`config.mk`:
```
export PLATFORM = sky130hd
export DESIGN_NAME = clock_offset_pinner
export DESIGN_NICKNAME = d
export VERILOG_FILES = /design/src/hdl/cop_pkg.sv /design/src/hdl/cop_core.sv /design/src/hdl/clock_offset_pinner.sv
export SDC_FILE = /design/constraint.sdc
export NUM_CORES = 2
export LEC_CHECK = 0
export BUFFER_PORTS_ARGS = -buffer_cell sky130_fd_sc_hd__buf_2
export CORE_ASPECT_RATIO = 1.25
export CORE_MARGIN = 1.5
export CORE_UTILIZATION = 55
export DETAILED_ROUTE_END_ITERATION = 8
export PLACE_DENSITY = 0.75
export SLEW_MARGIN = 40
export SYNTH_ARGS = -nofsm -noshare
export SYNTH_HDL_FRONTEND = slang
export SYNTH_SLANG_ARGS = --single-unit
```
`constraint.sdc`:
```
create_clock -name clk -period 12.8 [get_ports clk]
set_input_delay 1.28 -clock clk [delete_from_list [all_inputs] [get_ports clk]]
set_output_delay 1.28 -clock clk [all_outputs]
set_load 0.02 [all_outputs]
```
`src/hdl/cop_pkg.sv`:
```
// Shared types and constants for the clock offset pinner.
package cop_pkg;

	localparam int STAMP_BITS_DEF = 52;

	typedef enum logic [1:0] {
		KIND_VALID   = 2'd0,
		KIND_INVALID = 2'd1,
		KIND_NONE    = 2'd2
	} kind_t;

	typedef struct packed {
		logic fresh;
		logic known;
	} flags_t;

endpackage

```
`src/hdl/cop_core.sv`:
```
// Run tracking state, offset pinning and best estimate selection.
module cop_core #(
	parameter int STAMP_BITS = cop_pkg::STAMP_BITS_DEF
) (
	input  logic                         clk,
	input  logic                         arst_n,
	input  logic                         step,
	input  logic [STAMP_BITS-1:0]        stamp,
	input  logic                         from_invalid_clock,
	output cop_pkg::flags_t              flags_nxt,
	output logic signed [STAMP_BITS+1:0] offset_nxt,
	output logic [STAMP_BITS-1:0]        error_nxt
);

	localparam int SB = STAMP_BITS;

	logic [SB-1:0] low_v_q, high_v_q, low_i_q, high_i_q;
	cop_pkg::kind_t cur_q;
	logic have_q;
	logic signed [SB+1:0] offset_q;
	logic [SB-1:0] error_q;

	cop_pkg::kind_t kind;
	logic [SB-1:0] lo_k, hi_k, lo_o, hi_o;
	logic same, pin, take;
	logic [SB:0] sum_a, sum_b;
	logic signed [SB+1:0] diff, off;
	logic [SB-1:0] d1, d2, err;
	logic [SB-1:0] lo_k_nxt, hi_k_nxt;

	always_comb begin
		kind = from_invalid_clock ? cop_pkg::KIND_INVALID : cop_pkg::KIND_VALID;
		lo_k = from_invalid_clock ? low_i_q  : low_v_q;
		hi_k = from_invalid_clock ? high_i_q : high_v_q;
		lo_o = from_invalid_clock ? low_v_q  : low_i_q;
		hi_o = from_invalid_clock ? high_v_q : high_i_q;
		same = (cur_q == kind);

		sum_a = {1'b0, hi_k} + {1'b0, stamp};
		sum_b = {1'b0, lo_o} + {1'b0, hi_o};
		diff  = $signed({1'b0, sum_a}) - $signed({1'b0, sum_b});
		off   = from_invalid_clock ? -diff : diff;

		d1  = (stamp >= hi_k) ? stamp - hi_k : hi_k - stamp;
		d2  = (hi_o >= lo_o) ? hi_o - lo_o : lo_o - hi_o;
		err = (d1 >= d2) ? d1 - d2 : d2 - d1;

		pin  = !same && (lo_k != '0) && (lo_o != '0);
		take = pin && (!have_q || (err < error_q));

		flags_nxt.fresh = pin;
		flags_nxt.known = have_q | take;
		offset_nxt      = take ? off : offset_q;
		error_nxt       = take ? err : error_q;

		if (same) begin
			lo_k_nxt = (stamp < lo_k) ? stamp : lo_k;
			hi_k_nxt = (stamp > hi_k) ? stamp : hi_k;
		end else begin
			lo_k_nxt = stamp;
			hi_k_nxt = stamp;
		end
	end

	always_ff @(posedge clk or negedge arst_n) begin
		if (!arst_n) begin
			low_v_q  <= '0;
			high_v_q <= '0;
			low_i_q  <= '0;
			high_i_q <= '0;
			cur_q    <= cop_pkg::KIND_NONE;
			have_q   <= 1'b0;
			offset_q <= '0;
			error_q  <= '0;
		end else if (step) begin
			if (from_invalid_clock) begin
				low_i_q  <= lo_k_nxt;
				high_i_q <= hi_k_nxt;
			end else begin
				low_v_q  <= lo_k_nxt;
				high_v_q <= hi_k_nxt;
			end
			cur_q    <= kind;
			have_q   <= flags_nxt.known;
			offset_q <= offset_nxt;
			error_q  <= error_nxt;
		end
	end

	a_have_sticks: assert property (@(posedge clk) disable iff (!arst_n)
		have_q |=> have_q)
		else $error("estimate flag cleared");

	a_error_shrinks: assert property (@(posedge clk) disable iff (!arst_n)
		have_q |=> (error_q <= $past(error_q)))
		else $error("kept error grew");

	a_run_order: assert property (@(posedge clk) disable iff (!arst_n)
		(low_v_q <= high_v_q) && (low_i_q <= high_i_q))
		else $error("run low end above high end");

endmodule

```
`src/hdl/clock_offset_pinner.sv`:
```
// Top level of the clock offset pinner: handshake, input and result registers.
//
// Usage:
//   Input channel: stamp and from_invalid_clock, qualified by stamp_valid,
//   taken at an edge where stamp_valid is high and stamp_stall is low.
//   Result channel: new_estimate, offset_known, best_offset_doubled and
//   best_error_doubled, qualified by result_valid, taken when result_stall
//   is low. Every item gives exactly one result, in order.
//   An accepted item passes through the input register, then the result
//   register, which drives result_valid; the run state is updated as the item
//   enters the result register, so the next item sees it.
//   Throughput: one item per cycle while result_stall is low, limited only by
//   the add, subtract and compare path between input and result register.
//   Reset: arst_n clears both runs, the current run kind and the kept
//   estimate; no item or result is held afterwards.
//   Stall: while result_stall holds a waiting result, the input register
//   can still take one item; stamp_stall then rises until the result leaves.
module clock_offset_pinner #(
	parameter int STAMP_BITS = cop_pkg::STAMP_BITS_DEF
) (
	input  logic                         clk,
	input  logic                         arst_n,
	input  logic                         stamp_valid,
	output logic                         stamp_stall,
	input  logic [STAMP_BITS-1:0]        stamp,
	input  logic                         from_invalid_clock,
	output logic                         result_valid,
	input  logic                         result_stall,
	output logic                         new_estimate,
	output logic                         offset_known,
	output logic signed [STAMP_BITS+1:0] best_offset_doubled,
	output logic [STAMP_BITS:0]          best_error_doubled
);

	logic valid_s1_q;
	logic [STAMP_BITS-1:0] stamp_s1;
	logic invalid_s1;
	logic valid_s2_q;
	cop_pkg::flags_t flags_s2;
	logic signed [STAMP_BITS+1:0] offset_s2;
	logic [STAMP_BITS-1:0] error_s2;

	logic accept, advance;
	cop_pkg::flags_t flags_nxt;
	logic signed [STAMP_BITS+1:0] offset_nxt;
	logic [STAMP_BITS-1:0] error_nxt;

	assign advance     = valid_s1_q && !(valid_s2_q && result_stall);
	assign stamp_stall = valid_s1_q && valid_s2_q && result_stall;
	assign accept      = stamp_valid && !stamp_stall;

	cop_core #(
		.STAMP_BITS(STAMP_BITS)
	) u_core (
		.clk               (clk),
		.arst_n            (arst_n),
		.step              (advance),
		.stamp             (stamp_s1),
		.from_invalid_clock(invalid_s1),
		.flags_nxt         (flags_nxt),
		.offset_nxt        (offset_nxt),
		.error_nxt         (error_nxt)
	);

	always_ff @(posedge clk or negedge arst_n) begin
		if (!arst_n) begin
			valid_s1_q <= 1'b0;
			valid_s2_q <= 1'b0;
		end else begin
			if (accept) begin
				valid_s1_q <= 1'b1;
			end else if (advance) begin
				valid_s1_q <= 1'b0;
			end
			if (advance) begin
				valid_s2_q <= 1'b1;
			end else if (!result_stall) begin
				valid_s2_q <= 1'b0;
			end
		end
	end

	always_ff @(posedge clk) begin
		if (accept) begin
			stamp_s1   <= stamp;
			invalid_s1 <= from_invalid_clock;
		end
		if (advance) begin
			flags_s2  <= flags_nxt;
			offset_s2 <= offset_nxt;
			error_s2  <= error_nxt;
		end
	end

	assign result_valid        = valid_s2_q;
	assign new_estimate        = flags_s2.fresh;
	assign offset_known        = flags_s2.known;
	assign best_offset_doubled = offset_s2;
	assign best_error_doubled  = {1'b0, error_s2};

	a_fresh_known: assert property (@(posedge clk) disable iff (!arst_n)
		(valid_s2_q && flags_s2.fresh) |-> flags_s2.known)
		else $error("fresh estimate without a kept offset");

	a_item_held: assert property (@(posedge clk) disable iff (!arst_n)
		accept |=> valid_s1_q)
		else $error("accepted item lost from input register");

	a_result_held: assert property (@(posedge clk) disable iff (!arst_n)
		(valid_s2_q && result_stall) |=> valid_s2_q)
		else $error("stalled result dropped");

endmodule
```
==> summary.txt <==
Floorplan
  • Total core area: 90340 µm²
  • Die Y: 341.2 µm
  • Die area: 93330 µm²
  • Std-Cell Rows: 123
  • Die width: 273.6 µm
  • Initial Util: 55.71%
  • Io pins: 168

Hold path
  • Hold Startpoint: u_core.offset_q[0]
  • Min-delay worst type: reg2reg
  • Hold Path End: u_core.offset_q[0]
  • Hold Path Depth: 2

Detailed routing
  • Iteration-0 DRC count of the detailed router: 4701
  • Vias: 46409
  • Post-route ant nets: 0
  • DRC: 0
  • DR pass1 iterations: 8
  • Routed WL: 200900 µm
  • Vias per Instance: 6.600
  • Avg WL per Cell: 28.56 µm

Synthesis
  • Syn_nets: 6358
  • Post-synthesis adder-cell area fraction: 17.26%
  • XOR/XNOR share of the synthesized area: 4.577%
  • Main flop type after synthesis: dfrtp_1
  • Dominant cell type by area after synthesis: dfrtp_1
  • YS warnings: 0
  • Mux share of post-synthesis cell area: 13.59%
  • Synth Register Bits: 480
  • Sequential share of the synthesized area: 25.47%
  • Syn Area/Cell: 8.871 µm²
  • Largest cells by area after synthesis: dfrtp_1 16%, ha_1 13%, edfxtp_1 9.6%
  • Compound-Gate Fraction of Synth Area: 21.56%
  • Area share of the leading cell type in the synthesized netlist: 15.81%
  • Number of synthesized flops with an enable pin: 161
  • Async S/R FF share, synth: 66.46%
  • Synth Instances: 5673
  • Mapped cell area: 50320 µm²
  • Simple-gate share of the synthesized area: 11.72%
  • Largest family of logic cells by synthesized area: compound AO/OA/AOI/OAI gates
  • Post-synthesis cell type count: 104

Critical path
  • Slowest cell delay on critical path: 0.67 ns
  • Reg2Reg Capture Point: u_core.offset_q[11]
  • Crit Path Category: reg2reg
  • Crit path top cell by count: buf_4
  • Crit path launch type: flip-flop
  • Reg2reg path depth: 43
  • WP data required: 13.36 ns
  • Critical path arrival: 12.96 ns
  • RR Startpoint: invalid_s1
  • Slowest CP cell: ha_1
  • CP max FO: 39
  • Nature of the critical path endpoint: flip-flop
  • Flop-to-flop setup slack: 0.40 ns

STA
  • Hold WS: 0.4727 ns
  • Clock Skews: 0.05561 ns
  • Slew Limit Fails: 0
  • Final setup viols: 0
  • Fin crit period: 12.40 ns
  • Final hold vios: 0
  • Max frequency: 80.65 MHz
  • RSZ-0062 raised after global routing: no
  • Worst-Margin Slew: 1.003 ns
  • Period Utilization, post-route: 96.87%
  • Worst slew margin: 32.40%

Global route
  • Total GRT Usage: 42.16%
  • Grt total ovfl: 0
  • Initial antenna violation count: 4
  • First-pass GRT wire length: 292600 µm
  • Number of global-route vias before repair: 45339
  • Largest net degree at the start of global routing: 115

Clock network
  • CTS max path bufs: 3
  • CTS tree: built
  • Worst-path clk slew: 0.07 ns
  • Total CTS buffers: 50
  • CTS sink count: 480
  • Depth of the CTS H-tree: 2
  • Hold Buf Count CTS: 0
  • Worst-Skew Late Latency: 0.67 ns
  • Root Driver: clkbuf_16

Placed design
  • Port bufs: 166
  • Post-detail-place hpwl: 165600 µm
  • Gpl congestion: 1.089

Final layout
  • Nets@finish: 6485
  • Post-layout utilization of the core: 60.76%
  • Commonest non-fill, non-tap cells in the layout: 565 x a21oi_1, 516 x ha_1, 479 x inv_1, 383 x nand2_1, 379 x mux2_2
  • Area Growth Syn to Fin: 9.068%
  • Commonest non-fill, non-tap cell in the layout: a21oi_1
  • Share of cells above drive strength 1: 15.47%

Run status
  • Status: complete, no violations

Flow run
  • Max cap viols: 0
==> worst max-delay path, delay by kind of cell, from the launching register on <==
kind | cells | cell delay, ns
buffers and inverters | 9 | 2.08
multiplexers | 3 | 0.82
XOR/XNOR | 2 | 0.53
AO/OA/AOI/OAI | 13 | 3.21
adder cells (fa/ha/maj) | 3 | 1.53
AND/OR/NAND/NOR | 13 | 3.48
flip-flops | 1 | 0.56
==> per-stage QoR <==
| step | area (µm²) | std cells | setup slack, ns | setup TNS (ns) |
|---|---|---|---|---|
| detailed placement | 53060 | 6931 | 0.1693 | 0 |
| CTS | 54740 | 7025 | 0.05119 | 0 |
| finish | 54890 | 7032 | 0.4012 | 0 |
| global route | 54880 | 7029 | 0.0003837 | 0 |
| global placement | 52980 | 6930 | -0.1995 | -11.79 |
| floorplan | 50320 | 5673 | 1.059 | 0 |
==> layer usage <==
layer  routed length, µm  global-route usage, %  part of all wire, %
met2               87810                  64.85                   44
met1               80310                  54.42                   40
met4               16130                  27.98                  8.0
met3               16570                  7.137                  8.3
met5                  24                      0                0.012
==> logic make-up (layout without fill, tap and decap cells) <==
group	after synthesis	in the layout
flops	480	480
xor+xnor	263	263
compound gates	1703	1703
mux	636	636
buf+inv	748	917
other cells	1	4
fa+ha+maj	628	628
simple gates	1214	1214
==> timing repair <==
item | 4_1_cts | 5_1_grt
setup buffers | 0 | 2
endpoints found under the hold margin | 0 | 0
gates resized for setup | 0 | 9
endpoints found under the setup margin | 0 | 212
==> cells in the mapped netlist (10+ instances only) <==
library cell	number
a2111oi_0	14
a211oi_1	59
a21boi_0	30
a21o_1	190
a21oi_1	566
a221o_1	13
a221oi_1	22
a31o_2	10
a31oi_1	40
and2_1	24
and3_1	29
and4_1	14
buf_1	20
buf_2	53
clkbuf_1	184
dfrtp_1	318
edfxtp_1	161
fa_1	110
ha_1	518
inv_1	479
mux2_2	379
mux2i_1	257
nand2_1	385
nand2b_1	41
nand3_1	72
nand4_1	117
nor2_1	285
nor2b_1	29
nor3_1	67
nor4_1	53
o2111ai_1	10
o211ai_1	41
o21a_1	54
o21ai_0	326
o21ai_1	14
o21bai_1	118
o221ai_1	14
o31ai_1	54
o41ai_1	12
or2_2	19
or3_1	33
xnor2_1	191
xor2_1	72
==> worst max-delay path by stage <==
stage | start | end | cells past startpoint | slack, ns
final | invalid_s1 | u_core.offset_q[11] | 43 | 0.40
after global routing | invalid_s1 | best_offset_doubled[11] | 41 | 0.0004
after CTS | invalid_s1 | u_core.offset_q[11] | 41 | 0.05
after detailed placement | invalid_s1 | best_offset_doubled[44] | 41 | 0.17
after global placement | invalid_s1 | best_offset_doubled[46] | 37 | -0.20
after floorplan | invalid_s1 | best_offset_doubled[17] | 49 | 1.06
==> final cells by class <==
| class | count | area, µm² |
|---|---|---|
| multi-input combinational | 4445 | 34760 |
| antenna | 3 | 7.507 |
| fill | 7825 | 35450 |
| clock buffer | 64 | 1355 |
| sequential | 480 | 12820 |
| inverter | 482 | 1814 |
| clock inverter | 30 | 324.1 |
| tap | 1187 | 1485 |
| timing repair buffer | 341 | 2323 |
Power is not shown: default switching activity piles up to over one toggle a cycle in this logic, so the estimate is an artifact.
